`src/hdl/zzd_pkg.sv`:
```
`timescale 1ns / 1ps
// ----------------------------------------------------------------------------
// Zigzag current deposit package
// Shared widths, register indexes, configuration record and the node offset
// table of the deposit pattern.
// ----------------------------------------------------------------------------
package zzd_pkg;

	localparam int DATA_W     = 32;
	localparam int NODE_W     = 11;
	localparam int CFL_W      = 17;
	localparam int CFL_FRAC   = 16;
	localparam int DEPOSITS   = 14;
	localparam int CFG_IDX_W  = 3;
	localparam int QUEUE_DEPTH = 2;

	typedef enum logic [CFG_IDX_W-1:0] {
		REG_CHARGE   = 3'd0,
		REG_COURANT  = 3'd1,
		REG_ORIGIN_X = 3'd2,
		REG_ORIGIN_Y = 3'd3,
		REG_ORIGIN_Z = 3'd4
	} cfg_reg_t;

	typedef struct packed {
		logic signed [DATA_W-1:0] charge;
		logic [CFL_W-1:0]         courant;
		logic signed [DATA_W-1:0] origin_x;
		logic signed [DATA_W-1:0] origin_y;
		logic signed [DATA_W-1:0] origin_z;
	} cfg_t;

	// Handshake between the front end and the queue.
	typedef struct packed {
		logic valid;
		logic ready;
	} hs_t;

	// Bit 0 is the x offset, bit 1 y, bit 2 z.
	function automatic logic [2:0] node_offset(input logic [2:0] idx);
		logic [2:0] off;
		case (idx)
			3'd0:    off = 3'b000;
			3'd1:    off = 3'b001;
			3'd2:    off = 3'b010;
			3'd3:    off = 3'b100;
			3'd4:    off = 3'b110;
			3'd5:    off = 3'b101;
			3'd6:    off = 3'b011;
			default: off = 3'b000;
		endcase
		return off;
	endfunction

endpackage

```
`src/hdl/zzd_queue.sv`:
```
`timescale 1ns / 1ps
// ----------------------------------------------------------------------------
// Zigzag deposit particle queue
// Short first-in first-out buffer between the front end and the back end.
// ----------------------------------------------------------------------------
module zzd_queue #(
	parameter int W = 1
) (
	input  logic         clk,
	input  logic         arst_n,
	input  zzd_pkg::hs_t push_hs,
	input  logic [W-1:0] push_data,
	output logic         push_ready,
	output logic         pop_valid,
	input  logic         pop,
	output logic [W-1:0] pop_data
);

	localparam int D  = zzd_pkg::QUEUE_DEPTH;
	localparam int PW = $clog2(D);

	logic [W-1:0] mem_q [D];
	logic [PW-1:0] wr_q, rd_q;
	logic [PW:0]   cnt_q;
	logic          do_push, do_pop;

	assign push_ready = (cnt_q != (PW+1)'(D));
	assign pop_valid  = (cnt_q != '0);
	assign pop_data   = mem_q[rd_q];
	assign do_push    = push_hs.valid && push_ready;
	assign do_pop     = pop && pop_valid;

	always_ff @(posedge clk or negedge arst_n) begin
		if (!arst_n) begin
			wr_q  <= '0;
			rd_q  <= '0;
			cnt_q <= '0;
		end else begin
			if (do_push)
				wr_q <= (wr_q == PW'(D - 1)) ? '0 : wr_q + PW'(1);
			if (do_pop)
				rd_q <= (rd_q == PW'(D - 1)) ? '0 : rd_q + PW'(1);
			cnt_q <= cnt_q + (PW+1)'(do_push) - (PW+1)'(do_pop);
		end
	end

	always_ff @(posedge clk) begin
		if (do_push)
			mem_q[wr_q] <= push_data;
	end

endmodule

```
`config.mk`:
```
export PLATFORM = sky130hd
export DESIGN_NAME = zzd_queue
export DESIGN_NICKNAME = d
export VERILOG_FILES = /design/src/hdl/zzd_pkg.sv /design/src/hdl/zzd_queue.sv
export SDC_FILE = /design/constraint.sdc
export NUM_CORES = 1
export LEC_CHECK = 0
export BUFFER_PORTS_ARGS = -buffer_cell sky130_fd_sc_hd__buf_2
export CAP_MARGIN = 0
export CELL_PAD_IN_SITES_DETAIL_PLACEMENT = 1
export CELL_PAD_IN_SITES_GLOBAL_PLACEMENT = 1
export CORE_AREA = 10 10 47 49
export CTS_CLUSTER_SIZE = 40
export DETAILED_ROUTE_END_ITERATION = 7
export DIE_AREA = 0 0 57 59
export PLACE_DENSITY = 0.46
export SYNTH_ARGS = -nofsm -noshare
export SYNTH_HDL_FRONTEND = slang
export SYNTH_SLANG_ARGS = --single-unit
```
`constraint.sdc`:
```
create_clock -name clk -period 2.1 [get_ports clk]
set_input_delay 0.105 -clock clk [delete_from_list [all_inputs] [get_ports clk]]
set_output_delay 0.105 -clock clk [all_outputs]
set_load 0.02 [all_outputs]
```
==> impl_metrics.tcl <==
set metrics [dict create \
    drt_first_iter_violations 0 \
    fp.dieW_um 57 \
    fin_crit_sh 0.8026 \
    power_leakage_nw 0.1639 \
    p_seq_frac 0.382 \
    final.fill_count 160 \
    area_growth_pct 32.41 \
    yosysMostFrequentCell "dfrtp_1" \
    power.share.switching 0.3555 \
    ys_warn_count 0 \
    drc 0 \
    final_nets 41 \
    clk_pin_slew_worst_paths_ps 50 \
    io_pins 9 \
    required_ps 2270 \
    die_area_um2 3363 \
    first_global_vias 201 \
    gp_congestion 0.6811 \
    core-area_um2 1401 \
    drv_slew 0 \
    start_util 0.1929 \
    cp_max_fo 3 \
    synth_compound_area_frac 0 \
    area.sequential_um2 160.2 \
    root_buffer "clkbuf_4" \
    port_buffers 7 \
    synth_common_cells "dfrtp_1, xnor2_1, edfxtp_1, ha_1" \
    synth_edf_count 2 \
    cp-start-kind "register" \
    ant_nets 0 \
    hold_viol 0 \
    clock.fmax_ghz 0.5933 \
    layout-drive-gt1-share 0.3871 \
    post_cts_buffers 0 \
    netlist_area_um2 270.3 \
    rows 14 \
    worstMarginPinSlew_ps 167.9 \
    p_comb_frac 0.420 \
    synth_fa_ha_area_frac 0.09259 \
    multiInputGateArea_um2 106.4 \
    synthTopCellsByArea "dfrtp_1, edfxtp_1, xnor2_1" \
    yosysUniqueCellTypes 13 \
    cts_tree "done" \
    ir_drop_mv 0.4226 \
    avgSynthCellArea_um2 13.51 \
    dr.pass1.iters 1 \
    min_period_ps 1685 \
    antenna_found_initial 0 \
    wl_per_cell_um 11.34 \
    synthesis.nets 28 \
    intPower_uw 353.9 \
    setup.worst_path.start "cnt_q[1]" \
    die_y_um 59 \
    hold-worst-slack_ps 45.54 \
    clock_latency_ps 250 \
    antennaDiodeCount 0 \
    setup_slack_ps 414.5 \
    clock_power_share 0.198 \
    synth.area.mux_share 0.04167 \
    status "complete, no violations" \
    synth-main-ff-cell "dfrtp_1" \
    setup_viol 0 \
    ys_seq_elements 6 \
    switching_power_uw 195.2 \
    hold_class "input port to register" \
    powerDensity_nw_per_um2 1535 \
    cts.htree.levels 1 \
    critPathCapture "cnt_q[1]" \
    endpoint_kind "register" \
    slew_headroom 0.8873 \
    r2r-start "cnt_q[1]" \
    yosys.area_share.simple 0.1296 \
    hp-start "push_data" \
    grt-ovfl-total 0 \
    worstRegToRegCells 7 \
    synth_top_family_by_area "simple AND/OR/NAND/NOR gates" \
    grt_pass1_wl_um 917 \
    synthArstFlopShare 0.6667 \
    critPathKind "register to register" \
    grt_usage 0.03856 \
    netlist.area_leader.share 0.3704 \
    postCtsResizedCells 0 \
    cap_violations 0 \
    yosysTopAreaCell "dfrtp_1" \
    rsz0062_at_grt "no" \
    synth_xor_xnor_area_share 0.1296 \
    wl_um 533 \
    grt_max_degree 5 \
    vias 182 \
    setup_tns_ps 0 \
    holdBufCountCts 1 \
    fin_worst_skew_ps 6.153 \
    arrival_ps 1850 \
    r2r_end "cnt_q[1]" \
    cts_buffers 3 \
    reg2reg_slack_ps 410 \
    synthCells 20 \
    seq_area_frac_synth 0.5926 \
    preCtsSetupSlack_ps 410.9 \
    cts_buffer_depth 2 \
    routed_via_density 3.872 \
    cts_num_sinks 6 \
]
## kinds of logic (layout without fill, tap and decap cells)
| kind of cell | Yosys count | count (layout) |
|---|---|---|
| adder cells (fa/ha/maj) | 2 | 2 |
| flip-flops | 6 | 6 |
| multiplexers | 1 | 1 |
| buffers and inverters | 1 | 12 |
| XOR/XNOR | 4 | 4 |
| AND/OR/NAND/NOR | 6 | 6 |
## sequential cells by signal (all words and copies together) (netlist names)
register / count
cnt_q: 2
rd_q: 1
wr_q: 1
mem_q: 2
## cell type report
type / count / area share
inverter: 1 / 0.01049
sequential: 6 / 0.4476
multi-input combinational: 13 / 0.2972
timing repair buffer: 8 / 0.1259
tap: 16 / 0.05594
clock buffer: 3 / 0.06294
## placed cells by master, fill, tap and decap left out
cell type	count
inv_1	1
xnor2_1	3
nand2_1	1
dlygate4sd3_1	1
xor2_1	1
and2_4	1
nand2b_1	1
dfrtp_1	4
mux2_2	1
clkbuf_4	3
or2_1	1
buf_2	7
and3_1	1
ha_1	2
edfxtp_1	2
nor2_1	1
## layer usage
| metal | global-route usage | routed length, um |
|---|---|---|
| met4 | 0.02013 | 8 |
| met2 | 0.04961 | 248 |
| met3 | 0.04506 | 59 |
| met1 | 0.03589 | 217 |
| met5 | 0 | 0 |
## worst min-delay path by stage
| stage | end | slack, ps | cells after the start |
|---|---|---|---|
| after floorplan | cnt_q[0] | -190 | 0 |
| after detailed placement | rd_q | -80 | 1 |
| after global placement | rd_q | -80 | 1 |
| final | mem_q[1] | 50 | 1 |
| after CTS | mem_q[1] | 30 | 1 |
| after global routing | mem_q[1] | 40 | 1 |
## power by group through the flow
stage	clock (mW)	combinational, mW	sequential, mW
2_1_floorplan	0	0.179	0.203
3_3_place_gp	0	0.227	0.210
3_5_place_dp	0	0.236	0.213
4_1_cts	0.119	0.240	0.211
5_1_grt	0.125	0.262	0.216
6_report	0.109	0.231	0.209
## worst max-delay path: stages (launching register included)
cell     delay [ps]
dfrtp_1         400
or2_1           250
and2_4          170
ha_1            270
inv_1            40
ha_1            180
xnor2_1         170
xnor2_1         140
## stage by stage
stage	util	std cells	power, mW	area [um2]
2_1_floorplan	-	20	0.3825	270.3
3_3_place_gp	0.2321	43	0.4368	325.3
3_5_place_dp	0.2321	43	0.4488	325.3
4_1_cts	0.2554	47	0.5696	357.8
5_1_grt	0.2554	47	0.6029	357.8
6_report	0.2554	47	0.5491	357.8
Power figures use the tool's default switching activity.
