$ cat src/hdl/zzd_pkg.sv
`timescale 1ns / 1ps
// ----------------------------------------------------------------------------
// Zigzag current deposit package
// Shared widths, register indexes, configuration record and the node offset
// table of the deposit pattern.
// ----------------------------------------------------------------------------
package zzd_pkg;

	localparam int DATA_W     = 32;
	localparam int NODE_W     = 11;
	localparam int CFL_W      = 17;
	localparam int CFL_FRAC   = 16;
	localparam int DEPOSITS   = 14;
	localparam int CFG_IDX_W  = 3;
	localparam int QUEUE_DEPTH = 2;

	typedef enum logic [CFG_IDX_W-1:0] {
		REG_CHARGE   = 3'd0,
		REG_COURANT  = 3'd1,
		REG_ORIGIN_X = 3'd2,
		REG_ORIGIN_Y = 3'd3,
		REG_ORIGIN_Z = 3'd4
	} cfg_reg_t;

	typedef struct packed {
		logic signed [DATA_W-1:0] charge;
		logic [CFL_W-1:0]         courant;
		logic signed [DATA_W-1:0] origin_x;
		logic signed [DATA_W-1:0] origin_y;
		logic signed [DATA_W-1:0] origin_z;
	} cfg_t;

	// Handshake between the front end and the queue.
	typedef struct packed {
		logic valid;
		logic ready;
	} hs_t;

	// Bit 0 is the x offset, bit 1 y, bit 2 z.
	function automatic logic [2:0] node_offset(input logic [2:0] idx);
		logic [2:0] off;
		case (idx)
			3'd0:    off = 3'b000;
			3'd1:    off = 3'b001;
			3'd2:    off = 3'b010;
			3'd3:    off = 3'b100;
			3'd4:    off = 3'b110;
			3'd5:    off = 3'b101;
			3'd6:    off = 3'b011;
			default: off = 3'b000;
		endcase
		return off;
	endfunction

endpackage

$ cat src/hdl/zzd_out_if.sv
`timescale 1ns / 1ps
// ----------------------------------------------------------------------------
// Deposit output channel
// Valid/ready channel carrying one node index and its current contribution.
// ----------------------------------------------------------------------------
interface zzd_out_if;
	logic valid;
	logic ready;
	logic [zzd_pkg::NODE_W-1:0]        node_x;
	logic [zzd_pkg::NODE_W-1:0]        node_y;
	logic [zzd_pkg::NODE_W-1:0]        node_z;
	logic signed [zzd_pkg::DATA_W-1:0] current_x;
	logic signed [zzd_pkg::DATA_W-1:0] current_y;
	logic signed [zzd_pkg::DATA_W-1:0] current_z;
	logic                              last;
	logic                              out_of_range;

	modport source(output valid, node_x, node_y, node_z, current_x, current_y, current_z,
		last, out_of_range, input ready);
	modport sink(input valid, node_x, node_y, node_z, current_x, current_y, current_z,
		last, out_of_range, output ready);
endinterface

$ cat src/hdl/zzd_back.sv
`timescale 1ns / 1ps
// ----------------------------------------------------------------------------
// Zigzag deposit back end
// Walks the fourteen deposits of the particle at the queue head through a
// two-stage weight multiply and drives the result channel.
// ----------------------------------------------------------------------------
module zzd_back #(
	parameter int GRID_CELLS = 1024,
	parameter int FRAC_BITS  = 16,
	parameter int QW         = 1
) (
	input  logic          clk,
	input  logic          arst_n,
	input  logic          q_valid,
	input  logic [QW-1:0] q_data,
	output logic          q_pop,
	zzd_out_if.source     out_ch
);

	localparam int F  = FRAC_BITS;
	localparam int DW = zzd_pkg::DATA_W;
	localparam int NW = zzd_pkg::NODE_W;
	localparam int XW = $clog2(GRID_CELLS) + F;
	localparam int IW = XW - F;
	localparam int WW = F + 1;
	localparam int FW = DW + XW + 2 - F;
	localparam int TW = FW + 2;
	localparam int JW = TW + WW + 1;
	localparam logic [3:0] KLAST = 4'(zzd_pkg::DEPOSITS - 1);
	localparam logic [WW-1:0] ONE = WW'(1) << F;
	localparam logic signed [JW-1:0] SMAX = JW'(64'sd2147483647);
	localparam logic signed [JW-1:0] SMIN = JW'(-64'sd2147483648);

	logic                    hd_clamped;
	logic [2:0][IW-1:0]      hd_i1, hd_i2;
	logic [1:0][2:0][FW-1:0] hd_f;
	logic [1:0][2:0][WW-1:0] hd_w;

	logic [3:0] k_q;
	logic       en1, en2, fire;
	logic       seg;
	logic [2:0] off;
	logic [WW-1:0]        wt [3];
	logic [IW-1:0]        base [3];
	logic signed [TW+WW:0] tp [3];
	logic signed [JW-1:0]  jp [3];
	logic signed [JW-1:0]  js [3];

	logic                  v1_q, v2_q;
	logic [NW-1:0]         node_s1 [3];
	logic signed [TW-1:0]  t_s1 [3];
	logic [WW-1:0]         wt2_s1 [3];
	logic                  last_s1, oor_s1;
	logic [NW-1:0]         node_s2 [3];
	logic signed [DW-1:0]  cur_s2 [3];
	logic                  last_s2, oor_s2;

	assign {hd_clamped, hd_i1, hd_i2, hd_f, hd_w} = q_data;

	assign en2   = !v2_q || out_ch.ready;
	assign en1   = !v1_q || en2;
	assign fire  = q_valid && en1;
	assign q_pop = fire && (k_q == KLAST);

	assign seg = k_q[0];
	assign off = zzd_pkg::node_offset(k_q[3:1]);

	always_comb begin
		for (int a = 0; a < 3; a++) begin
			wt[a]   = off[a] ? hd_w[seg][a] : ONE - hd_w[seg][a];
			base[a] = seg ? hd_i2[a] : hd_i1[a];
		end
		for (int a = 0; a < 3; a++) begin
			tp[a] = $signed(hd_f[seg][a]) * $signed({1'b0, wt[(a == 2) ? 0 : a + 1]});
			jp[a] = (t_s1[a] * $signed({1'b0, wt2_s1[a]})) >>> F;
			if (jp[a] > SMAX)
				js[a] = SMAX;
			else if (jp[a] < SMIN)
				js[a] = SMIN;
			else
				js[a] = jp[a];
		end
	end

	always_ff @(posedge clk or negedge arst_n) begin
		if (!arst_n) begin
			k_q  <= '0;
			v1_q <= 1'b0;
			v2_q <= 1'b0;
		end else begin
			if (fire)
				k_q <= (k_q == KLAST) ? '0 : k_q + 4'd1;
			if (en1)
				v1_q <= q_valid;
			if (en2)
				v2_q <= v1_q;
		end
	end

	always_ff @(posedge clk) begin
		if (en1) begin
			for (int a = 0; a < 3; a++) begin
				node_s1[a] <= NW'({1'b0, base[a]} + (IW+1)'(off[a]));
				// A component gets nothing on a node offset along its own axis.
				t_s1[a]    <= off[a] ? '0 : TW'(tp[a] >>> F);
				wt2_s1[a]  <= wt[(a == 0) ? 2 : a - 1];
			end
			last_s1 <= (k_q == KLAST);
			oor_s1  <= hd_clamped;
		end
		if (en2) begin
			for (int a = 0; a < 3; a++) begin
				node_s2[a] <= node_s1[a];
				cur_s2[a]  <= DW'(js[a]);
			end
			last_s2 <= last_s1;
			oor_s2  <= oor_s1;
		end
	end

	assign out_ch.valid        = v2_q;
	assign out_ch.node_x       = node_s2[0];
	assign out_ch.node_y       = node_s2[1];
	assign out_ch.node_z       = node_s2[2];
	assign out_ch.current_x    = cur_s2[0];
	assign out_ch.current_y    = cur_s2[1];
	assign out_ch.current_z    = cur_s2[2];
	assign out_ch.last         = last_s2;
	assign out_ch.out_of_range = oor_s2;

	a_k_range: assert property (@(posedge clk) disable iff (!arst_n) k_q <= KLAST)
		else $error("deposit counter out of range");

	a_pop_last: assert property (@(posedge clk) disable iff (!arst_n)
		q_pop |-> (k_q == KLAST))
		else $error("queue popped before the last deposit");

	a_oor_same: assert property (@(posedge clk) disable iff (!arst_n)
		(v1_q && v2_q && !last_s2) |-> (oor_s1 == oor_s2))
		else $error("range flag changed within one particle");

endmodule

$ cat src/flat_wrapper.sv
// flat-port wrapper written by rule: the top's interface ports become plain ports
module zzd_back_flat 
#(
	parameter int GRID_CELLS = 1024,
	parameter int FRAC_BITS  = 16,
	parameter int QW         = 1
)
  (clk, arst_n, q_valid, q_data, q_pop, out_ch_valid, out_ch_node_x, out_ch_node_y, out_ch_node_z, out_ch_current_x, out_ch_current_y, out_ch_current_z, out_ch_last, out_ch_out_of_range, out_ch_ready);
  zzd_out_if out_ch_i ();
  input  logic clk;
  input  logic arst_n;
  input  logic q_valid;
  input  logic [QW-1:0] q_data;
  output logic q_pop;
  output wire logic [$bits(out_ch_i.valid)-1:0] out_ch_valid;
  output wire logic [$bits(out_ch_i.node_x)-1:0] out_ch_node_x;
  output wire logic [$bits(out_ch_i.node_y)-1:0] out_ch_node_y;
  output wire logic [$bits(out_ch_i.node_z)-1:0] out_ch_node_z;
  output wire logic [$bits(out_ch_i.current_x)-1:0] out_ch_current_x;
  output wire logic [$bits(out_ch_i.current_y)-1:0] out_ch_current_y;
  output wire logic [$bits(out_ch_i.current_z)-1:0] out_ch_current_z;
  output wire logic [$bits(out_ch_i.last)-1:0] out_ch_last;
  output wire logic [$bits(out_ch_i.out_of_range)-1:0] out_ch_out_of_range;
  input wire logic [$bits(out_ch_i.ready)-1:0] out_ch_ready;
  assign out_ch_valid = out_ch_i.valid;
  assign out_ch_node_x = out_ch_i.node_x;
  assign out_ch_node_y = out_ch_i.node_y;
  assign out_ch_node_z = out_ch_i.node_z;
  assign out_ch_current_x = out_ch_i.current_x;
  assign out_ch_current_y = out_ch_i.current_y;
  assign out_ch_current_z = out_ch_i.current_z;
  assign out_ch_last = out_ch_i.last;
  assign out_ch_out_of_range = out_ch_i.out_of_range;
  assign out_ch_i.ready = out_ch_ready;
  zzd_back #(.GRID_CELLS(GRID_CELLS), .FRAC_BITS(FRAC_BITS), .QW(QW)) u_core (.clk(clk), .arst_n(arst_n), .q_valid(q_valid), .q_data(q_data), .q_pop(q_pop), .out_ch(out_ch_i));
endmodule
$ cat config.mk
export PLATFORM = sky130hd
export DESIGN_NAME = zzd_back_flat
export DESIGN_NICKNAME = d
export VERILOG_FILES = /design/src/hdl/zzd_pkg.sv /design/src/hdl/zzd_out_if.sv /design/src/hdl/zzd_back.sv /design/src/flat_wrapper.sv
export SDC_FILE = /design/constraint.sdc
export NUM_CORES = 1
export LEC_CHECK = 0
export BUFFER_PORTS_ARGS = -buffer_cell sky130_fd_sc_hd__buf_2
export CORE_MARGIN = 5
export CORE_UTILIZATION = 38
export DETAILED_ROUTE_END_ITERATION = 16
export GPL_TIMING_DRIVEN = 0
export MAX_ROUTING_LAYER = met4
export PLACE_DENSITY = 0.85
export RECOVER_POWER = 100
export SLEW_MARGIN = 40
export SYNTH_ARGS = -nofsm -noshare
export SYNTH_HDL_FRONTEND = slang
export SYNTH_SLANG_ARGS = --single-unit
$ cat constraint.sdc
create_clock -name clk -period 1.4 [get_ports clk]
set_input_delay 0.14 -clock clk [delete_from_list [all_inputs] [get_ports clk]]
set_output_delay 0.14 -clock clk [all_outputs]
set_load 0.02 [all_outputs]
==> metrics.md, run 1 <==
| Metric | Value |
|---|---|
| Status | `finished clean` |
| Hold EP | `u_core.v1_q` |
| Arr. time, crit path | `1170 ps` |
| Final period util | `0.9355` |
| Via-to-Cell Ratio | `roughly 2.9` |
| M3 GR Usage | `0.02326` |
| Max-cap violations | `0` |
| Post-Synth Simple-Gate Area | `0.06914` |
| ANT cells | `0` |
| WP data required | `approximately 1300 ps` |
| # IOs | `138` |
| Reg2reg end | `u_core.k_q[1]` |
| Crit-path max FO | `7` |
| Non-filler cells, final | `360` |
| DRC viols | `0` |
| Largest area contributor in the netlist | `buf_4` |
| Final-stage net count | `316` |
| Clock sinks | `14` |
| Largest family of logic cells by synthesized area | `buffers and inverters` |
| Pre-Repair DR Iteration Count | `2` |
| DR vias | `1028` |
| Global routing usage on met1 | `0.07932` |
| Min-delay src | `q_valid` |
| Drt total wl | `about 2.6 mm` |
| Synthesized area per cell | `9.158 um^2` |
| Yosys reg bits | `14` |
| First-pass GRT wire length | `3.436 mm` |
| RSZ-0062 raised after global routing | `false` |
| Reg2Reg Depth | `3` |
| Final Hold Fails | `0` |
| Dpl hpwl | `approximately 2.4 mm` |
| R2R Path Start | `u_core.out_ch.valid` |
| Violation count after the first detailed-routing iteration | `7` |
| Setup TNS Final | `0 ps` |
| Root buffer cell | `clkbuf_8` |
| Wirelength per Cell | `about 7.3 um` |
| DRT antenna net count | `0` |
| GPL Wtd Cong | `0.7740` |
| Startpoint Class | `register` |
| Power density over the cells | `915.4 nW/um^2` |
| Compound-Gate Fraction of Synth Area | `0.02387` |
| GR peak layer | `met2` |
| Register area share after synthesis | `0.2568` |
| Worst VDD drop | `0.0003849 V` |
| Gate Count Post-Synth | `roughly 170` |
| CTS Buf Count | `3` |
| Initial cell density of the core | `0.3856` |
| Post-synthesis mux area share | `0.009877` |
| Core footprint | `3943 um^2` |
| GR Util met2 | `0.1619` |
| Fin util | `0.5519` |
| Adder-Cell Fraction of Synth Area | `0` |
| GRT overflow | `0` |
| Clock Skews | `3.965 ps` |
| # rows | `23` |
| Lkg Pwr | `1.395 nW` |
| Fmax | `~760 MHz` |
| XOR/XNOR Fraction of Synth Area | `0.005761` |
| Vias in the first global route | `a little under 900` |
| Layout cell share with drive strength beyond 1 | `0.4516` |
| Mapped Area | `1520 um^2` |
| Initial antenna violation count | `0` |
| Hold/Removal Path Class | `in -> reg` |
| Placed Cells incl. Taps | `between 300 and 400` |
| Clock slew at reported path FFs | `60 ps` |
| Port Buffers | `9` |
| Cell depth of the worst hold path | `2` |
| Critical path type | `reg -> out` |
| Minimum clock period | `1310 ps` |
| Skew-Pair Late Insertion Delay | `between 200 and 250 ps` |
| Die area | `roughly 5400 um^2` |
| Leading post-synthesis cells by cell area | `buf_4, edfxtp_1, dfrtp_1` |
| Max H-tree Level | `1` |
| Unique masters post-synth | `20` |
| # setup viols final | `0` |
| Design area | `2176 um^2` |
| Die width | `73.25 um` |
| Final max-slew violation count | `0` |
| Largest net degree at the start of global routing | `10` |
| Clk buf depth | `2` |
| Syn. warnings | `0` |
| Reg2Reg Setup Slack | `300 ps` |
| CTS tree | `done` |
| Synth top area share | `0.6272` |
| Die Span Y | `73.25 um` |
| Placed cell area | `2101 um^2` |
| Area growth syn-to-layout | `43.13%` |
| Tot GR Track Use | `0.08385` |
| CP Capture Type | `output port` |
==> cell type report <==
class	instances	area (um^2)
inverters	2	7.507
well taps	50	62.56
fillers	354	1767
clock inverters	1	3.754
clock buffers	3	41.29
flip-flops and latches	14	391.6
multi-input cells	149	641.9
repair buffers	14	73.82
plain buffers	127	953.4
==> metrics by stage <==
stage | total power, mW | hold slack (ps) | worst slack (ps)
after floorplan | 1.529 | -155.6 | 202.9
after global placement | 1.607 | -30.88 | 302.8
after detailed placement | 1.644 | -27.99 | 259.2
after CTS | 1.971 | 193.5 | 36.00
after global routing | 2.127 | 198.7 | 13.38
final | 1.992 | 196.2 | 90.25
==> cell usage after synthesis <==
| library cell | count |
|---|---|
| a21oi_1 | 1 |
| buf_4 | 127 |
| conb_1 | 1 |
| dfrtp_1 | 6 |
| edfxtp_1 | 8 |
| inv_1 | 2 |
| mux2_4 | 1 |
| nand2_1 | 2 |
| nand2b_1 | 3 |
| nand3_1 | 1 |
| nand3_4 | 1 |
| nand3b_1 | 1 |
| nand3b_4 | 1 |
| nand4_1 | 1 |
| nor2_1 | 4 |
| o2111ai_1 | 1 |
| o21ai_0 | 1 |
| o2bb2ai_1 | 2 |
| or2b_1 | 1 |
| xnor2_1 | 1 |
==> report_power, final <==
group / internal [mW] / total, mW / leakage, nW / switching [mW]
clock: 0.193 / 0.323 / 0.0231 / 0.129
sequential: 0.622 / 0.759 / 0.154 / 0.137
combinational: 0.386 / 0.910 / 1.22 / 0.524
==> timing repair <==
item | 4_1_cts | 5_1_grt
setup endpoints to repair | 0 | 1
endpoints found under the hold margin | 6 | 0
buffers inserted | 0 | 4
hold buffers | 1 | 0
resized for setup | 0 | 1
==> flip-flops by register name (all words and copies together) (netlist names) <==
register	flops
u_core.k_q	4
u_core.node_s2	3
u_core.node_s1	3
u_core.out_ch.valid	1
u_core.out_ch.last	1
u_core.last_s1	1
u_core.v1_q	1
==> cell families (layout without fill, tap and decap cells) <==
family / Yosys count / after routing
and+or+nand+nor: 15 / 15
xor gates and xnor gates: 1 / 1
muxes: 1 / 1
DFF: 14 / 14
buffers and inverters: 129 / 147
other: 1 / 127
AOI/OAI and AO/OA: 5 / 5
==> metal layers <==
layer / part of all wire / routed length [um] / vias up
met1: 0.33 / 863 / 407
met3: 0.11 / 300 / 0
li1: - / - / 554
met5: 0 / 0 / -
met4: 0 / 0 / 0
met2: 0.55 / 1449 / 67
==> cell usage in the layout, fill, tap and decap left out <==
master | synthesis | layout
conb_1 | 1 | 127
clkbuf_4 | 0 | 3
nand3b_4 | 1 | 1
o2bb2ai_1 | 2 | 2
or2b_1 | 1 | 1
mux2_4 | 1 | 1
clkbuf_8 | 0 | 3
nand2_1 | 2 | 2
a21oi_1 | 1 | 1
dlygate4sd3_1 | 0 | 1
buf_2 | 0 | 3
nand3_1 | 1 | 1
nand2b_1 | 3 | 3
dfrtp_2 | 0 | 1
xnor2_1 | 1 | 1
inv_1 | 2 | 2
o21ai_0 | 1 | 1
buf_4 | 127 | 127
edfxtp_1 | 8 | 8
clkinv_1 | 0 | 1
nand3b_1 | 1 | 1
dfrtp_1 | 6 | 5
o2111ai_1 | 1 | 1
nand4_1 | 1 | 1
nor2_1 | 4 | 4
clkbuf_1 | 0 | 7
nand3_4 | 1 | 1
==> worst max path at each step <==
stage,slack [ps],from,to,cells after the start
2_1_floorplan,200,u_core.out_ch.valid,u_core.k_q[1],3
6_report,90,u_core.k_q[1],q_pop,3
3_3_place_gp,300,u_core.out_ch.valid,u_core.k_q[1],3
3_5_place_dp,260,u_core.out_ch.valid,u_core.k_q[1],3
5_1_grt,10,u_core.k_q[1],q_pop,3
4_1_cts,40,u_core.k_q[1],q_pop,3
==> worst max-delay path: stages (launching register included) <==
cell and delay [ps]:
dfrtp_2 450, nand3b_1 200, nor2_1 110, buf_2 170
Power figures use the tool's default switching activity.
==> inputs of run 2 (changes only) <==
--- a/config.mk
+++ b/config.mk
@@ -6,11 +6,10 @@
 export NUM_CORES = 1
 export LEC_CHECK = 0
 export BUFFER_PORTS_ARGS = -buffer_cell sky130_fd_sc_hd__buf_2
-export CORE_MARGIN = 5
+export CORE_MARGIN = 3
 export CORE_UTILIZATION = 38
 export DETAILED_ROUTE_END_ITERATION = 16
 export GPL_TIMING_DRIVEN = 0
-export MAX_ROUTING_LAYER = met4
 export PLACE_DENSITY = 0.85
 export RECOVER_POWER = 100
 export SLEW_MARGIN = 40
==> run 2 against run 1 <==
  * Clock skew decreased by 3.4 ps
  * Via count unchanged
  * Critical path depth grew 1
  * Flip-flop and latch count stayed put
  * Worst hold slack got worse by 21 ps
==> metrics.md, run 2 (synthesized netlist as in run 1, its figures left out) <==
| Metric | Value |
|---|---|
| GPL Wtd Cong | `0.6719 (-13%)` |
| Layout cell share with drive strength beyond 1 | `0.4660 (+0.01441)` |
| Reg with most FFs | `u_core.k_q` |
| Max H-tree Level | `1 (unchanged)` |
| Most frequent cells in the layout | `buf_4, conb_1, edfxtp_1` |
| Fin util | `0.5773 (+0.02542)` |
| Port Buffers | `9 (unchanged)` |
| Arr. time, crit path | `1160 ps (about the same)` |
| Clock slew at reported path FFs | `50 ps (about the same)` |
| Dpl hpwl | `2.261 mm (-7.3%)` |
| DRC viols | `0 (unchanged)` |
| Max-cap violations | `0 (unchanged)` |
| Reg2Reg Setup Slack | `320 ps (+20 ps)` |
| Tot GR Track Use | `0.09518 (+0.01133)` |
| First-pass GRT wire length | `3.836 mm (+12%)` |
| Setup TNS Final | `0 ps (unchanged)` |
| Fmax | `769.1 MHz (+0.73%)` |
| Worst VDD drop | `0.0003766 V (-2.2%)` |
| CP Capture Type | `output port` |
| Largest net degree at the start of global routing | `10 (unchanged)` |
| Die Span Y | `69.25 um (-5.5%)` |
| Fillers | `342 (-3.4%)` |
| Power density over the cells | `913.3 nW/um^2 (-0.24%)` |
| Startpoint Class | `register` |
| Max reg flops | `4 (unchanged)` |
| Skew-Pair Late Insertion Delay | `240 ps (about the same)` |
| Critical path type | `reg -> out` |
| Initial antenna violation count | `0 (unchanged)` |
| Final-stage net count | `315 (-0.32%)` |
| ANT cells | `0 (unchanged)` |
| Multi-input gate area | `641.9 um^2 (unchanged)` |
| Crit-path max FO | `5 (-2)` |
| Final period util | `0.9287 (-0.006825)` |
| CP Buf/Inv Count | `1 (unchanged)` |
| Drt total wl | `2.406 mm (-7.9%)` |
| Violation count after the first detailed-routing iteration | `20 (+13)` |
| WP data required | `1260 ps (about the same)` |
| # setup viols final | `0 (unchanged)` |
| Pre-Repair DR Iteration Count | `3 (+1)` |
| Wirelength per Cell | `6.739 um (-7.1%)` |
| Initial cell density of the core | `0.4031 (+0.01753)` |
| Area growth syn-to-layout | `43.21% (about the same)` |
| # rows | `22 (-4.3%)` |
| Status | `finished clean` |
| GRT overflow | `0 (unchanged)` |
| Root buffer cell | `clkbuf_8` |
| Clk buf depth | `2 (unchanged)` |
| Top Registers | `u_core.k_q x4, u_core.node_s1 x3, u_core.node_s2 x3` |
| CP peak stage delay | `420 ps (-30 ps)` |
| DR vias | `1028 (unchanged)` |
| Final Hold Fails | `0 (unchanged)` |
| Hold/Removal Path Class | `in -> reg` |
| Critical Path, Cell by Cell | `nand3b_4 -> nand3_4 -> nor2_1 -> buf_4` |
| Sequential cell area | `391.6 um^2 (unchanged)` |
| Die area | `4796 um^2 (-11%)` |
| Worst path slowest cell | `dfrtp_1` |
| Die width | `69.25 um (-5.5%)` |
| # IOs | `138 (unchanged)` |
| Clock sinks | `14 (unchanged)` |
| CP delay by family, top | `flip-flops` |
| Lkg Pwr | `1.404 nW (+0.68%)` |
| Minimum clock period | `1300 ps (-9.555 ps)` |
| DRT antenna net count | `0 (unchanged)` |
| CTS tree | `done` |
| Clock Skews | `0.5782 ps (-3.387 ps)` |
| CTS Buf Count | `3 (unchanged)` |
| Core footprint | `3771 um^2 (-4.3%)` |
| Via-to-Cell Ratio | `2.880 (+0.84%)` |
| Commonest non-fill, non-tap cell in the layout | `buf_4` |
| Final max-slew violation count | `0 (unchanged)` |
| RSZ-0062 raised after global routing | `false` |
| Vias in the first global route | `890 (+1.8%)` |
==> run 2: cell types whose count changed in the layout (fill, tap and decap cells not counted) <==
cell,delta
buf_2,+3
buf_4,+4
clkbuf_1,-5
clkbuf_4,-3
==> run 2: final cells by class <==
cell class,instances,share of cell area
clock inverter,1,0.001724
buffer,127,0.4379
tap,48,0.02759
multi-input combinational,149,0.2948
sequential,14,0.1799
clock buffer,3,0.01897
inverter,2,0.003448
timing repair buffer,13,0.03563
==> run 2: worst paths after layout <==
path / cells after the start / from / endpoint
worst min register to register: 0 / u_core.node_s1[0][1] / u_core.node_s2[0][11]
min in group asynchronous: 2 / arst_n / u_core.k_q[2]
worst max-delay path: 4 / u_core.out_ch.valid / q_pop
worst max register to register: 3 / u_core.out_ch.valid / u_core.k_q[1]
worst min-delay path: 2 / q_valid / u_core.v1_q
max in group asynchronous: 2 / arst_n / u_core.k_q[1]
==> run 2: through the flow <==
step / power [mW] / cell area [um^2] / hold WS [ps] / worst slack, ps / std cells
floorplan: 1.529 / 1993 / -155.6 / 202.9 / 292
global placement: 1.603 / 2098 / -28.03 / 302.4 / 349
detailed placement: 1.639 / 2098 / -24.01 / 260.5 / 349
CTS: 1.963 / 2153 / 179.1 / 31.14 / 354
global route: 2.118 / 2177 / 204.3 / 0.1918 / 357
finish: 1.988 / 2177 / 175.3 / 99.80 / 357
==> run 2: layer usage <==
layer  track usage  wire, um  vias to the layer above  part of all wire
met5             0         0                        -                 0
li1              -         -                      553                 -
met1       0.08618       662                      399              0.28
met2        0.1875      1359                       72              0.56
met3       0.03333       338                        4              0.14
met4       0.03905        44                        0             0.018
==> run 2: report_power, final <==
part           total [mW]  leakage [nW]  switching (mW)  internal (mW)
clock network       0.324        0.0231           0.130          0.194
logic               0.908          1.23           0.512          0.396
registers           0.756         0.154           0.134          0.622
total                1.99          1.40           0.777           1.21
==> run 2: what timing repair did <==
item | CTS | global route
hold endpoints to repair | 6 | 0
hold buffers | 1 | 0
setup endpoints to repair | 0 | 1
buffers inserted | 0 | 3
resized for setup | 0 | 2
==> inputs of run 3 (changes only) <==
--- a/config.mk
+++ b/config.mk
@@ -6,6 +6,7 @@
 export NUM_CORES = 1
 export LEC_CHECK = 0
 export BUFFER_PORTS_ARGS = -buffer_cell sky130_fd_sc_hd__buf_2
+export CORE_ASPECT_RATIO = 1.5
 export CORE_MARGIN = 3
 export CORE_UTILIZATION = 38
 export DETAILED_ROUTE_END_ITERATION = 16
==> run 3 against run 2 <==
  * Register-to-register slack barely moved
  * Setup slack got worse by 30 ps
  * Cell area decreased by 1.1%
  * Final cell count shrank 1.7%
  * Non-clock buffer count fell by 1
==> metrics.md, run 3 (synthesized netlist as in run 1, its figures left out) <==
| Metric | Value |
|---|---|
| Setup TNS Final | `0 ps (unchanged)` |
| Fillers | `367 (+7.3%)` |
| ANT cells | `0 (unchanged)` |
| Arr. time, crit path | `1190 ps (+30 ps)` |
| Startpoint Class | `register` |
| Status | `finished clean` |
| CTS Buf Count | `3 (unchanged)` |
| Lkg Pwr | `1.386 nW (-1.3%)` |
| Most frequent cells in the layout | `buf_4, conb_1, edfxtp_1` |
| Final period util | `0.9498 (+0.02113)` |
| Power after layout | `1.962 mW (-1.3%)` |
| WP data required | `1260 ps (about the same)` |
| Placed Cells incl. Taps | `344 (-1.4%)` |
| Port Buffers | `9 (unchanged)` |
| Reg with most FFs | `u_core.k_q` |
| Dpl hpwl | `2.222 mm (-1.7%)` |
| Initial cell density of the core | `0.4054 (+0.002287)` |
| DRT antenna net count | `0 (unchanged)` |
| Via-to-Cell Ratio | `2.835 (-1.6%)` |
| Die width | `57.65 um (-17%)` |
| GRT overflow | `0 (unchanged)` |
| Area growth syn-to-layout | `41.56%` |
| Worst path slowest cell | `dfrtp_2` |
| Clock sinks | `14 (unchanged)` |
| Minimum clock period | `1330 ps (+29.58 ps)` |
| DRC viols | `0 (unchanged)` |
| Final max-slew violation count | `0 (unchanged)` |
| Violation count after the first detailed-routing iteration | `1 (-95%)` |
| Pre-Repair DR Iteration Count | `3 (unchanged)` |
| CP peak stage delay | `440 ps (+20 ps)` |
| Layout cell share with drive strength beyond 1 | `0.4481 (-0.01797)` |
| GPL Wtd Cong | `0.8334 (+24%)` |
| Wirelength per Cell | `6.618 um (-1.8%)` |
| Critical path type | `reg -> out` |
| Root buffer cell | `clkbuf_8` |
| # IOs | `138 (unchanged)` |
| Fmax | `752.0 MHz (-2.2%)` |
| Hold/Removal Path Class | `in -> reg` |
| Skew-Pair Late Insertion Delay | `240 ps (about the same)` |
| Largest net degree at the start of global routing | `10 (unchanged)` |
| Tot GR Track Use | `0.08470 (-0.01048)` |
| DR vias | `995 (-3.2%)` |
| Final-stage net count | `314 (-0.32%)` |
| Clock slew at reported path FFs | `60 ps (about the same)` |
| Clk buf depth | `2 (unchanged)` |
| CP Capture Type | `output port` |
| Vias in the first global route | `794 (-11%)` |
| Die Span Y | `83.47 um (+21%)` |
| CTS tree | `done` |
| Non-filler cells, final | `351 (-1.7%)` |
| Max reg flops | `4 (unchanged)` |
| Crit-path max FO | `7 (+2)` |
| Initial antenna violation count | `0 (unchanged)` |
| Die area | `4811 um^2 (+0.33%)` |
| First-pass GRT wire length | `3.394 mm (-12%)` |
| Critical Path, Cell by Cell | `nand3b_1 -> nor2_1 -> buf_2` |
| # setup viols final | `0 (unchanged)` |
| Core footprint | `3750 um^2 (-0.56%)` |
| Final Hold Fails | `0 (unchanged)` |
| Max H-tree Level | `1 (unchanged)` |
| Power density over the cells | `911.9 nW/um^2 (-0.15%)` |
| Worst VDD drop | `0.0007910 V (+110%)` |
| RSZ-0062 raised after global routing | `false` |
| # rows | `27 (+23%)` |
| Top Registers | `u_core.k_q x4, u_core.node_s1 x3, u_core.node_s2 x3` |
| Clock Skews | `1.925 ps (+1.346 ps)` |
| Max-cap violations | `0 (unchanged)` |
| Drt total wl | `2.323 mm (-3.4%)` |
[run 3: cell count changes in the layout (fill, tap and decap cells not counted), sizes merged]
cell	previous run	this run
buf	137	130
clkbuf	5	11
[run 3: layer usage]
| layer | track usage | up-vias | wire length (um) |
|---|---|---|---|
| met5 | 0 | - | 0 |
| li1 | - | 552 | - |
| met4 | 0.01899 | 0 | 0 |
| met2 | 0.1780 | 77 | 1330 |
| met1 | 0.06781 | 366 | 569 |
| met3 | 0.03096 | 0 | 423 |
[run 3: final timing paths]
| kind | startpoint | endpoint | slack, ps | cells past startpoint |
|---|---|---|---|---|
| min reg2reg | u_core.node_s1[0][0] | u_core.node_s2[0][0] | 410 | 0 |
| max reg2reg | u_core.out_ch.valid | u_core.node_s1[0][0] | 330 | 2 |
| max in group asynchronous | arst_n | u_core.k_q[1] | 830 | 2 |
| min | q_valid | u_core.v1_q | 180 | 2 |
| max | u_core.k_q[1] | q_pop | 70 | 3 |
| min in group asynchronous | arst_n | u_core.k_q[2] | 300 | 2 |
[run 3: worst max-delay path: cells and delay by family, from the launching register on]
family	cells	cell delay [ps]
simple gates	2	330
flops	1	440
buf+inv	1	170
[run 3: power breakdown]
part           switching, mW  internal (mW)  total (mW)
registers              0.129          0.621       0.750
clock network          0.130          0.194       0.324
logic                  0.511          0.377       0.888
[run 3: what timing repair did]
action | CTS | global route
buffers inserted | 0 | 2
hold buffers | 1 | 0
setup endpoints to repair | 0 | 1
hold endpoints to repair | 6 | 0
gates resized for setup | 0 | 1
[run 3: cell type report]
cell class / instances / area [um^2] / share of cell area
plain buffers: 127 / 953.4 / 0.4430
clock buffers: 3 / 41.29 / 0.01919
clock inverters: 1 / 3.754 / 0.001744
inverters: 2 / 7.507 / 0.003488
multi-input cells: 149 / 641.9 / 0.2983
flip-flops and latches: 14 / 391.6 / 0.1820
well taps: 43 / 53.80 / 0.02500
repair buffers: 12 / 58.81 / 0.02733
[run 3: metrics by stage]
| stage | setup slack [ps] | instance area, um^2 | hold WS [ps] | utilization |
|---|---|---|---|---|
| final | 70.22 | 2152 | 180.9 | 0.5739 |
| after global routing | 0.05085 | 2152 | 195.8 | 0.5739 |
| after CTS | 43.95 | 2147 | 175.1 | 0.5726 |
| after detailed placement | 257.3 | 2092 | -26.12 | 0.5579 |
| after global placement | 314.3 | 2092 | -33.72 | 0.5579 |
| after floorplan | 202.9 | 1993 | -155.6 | - |
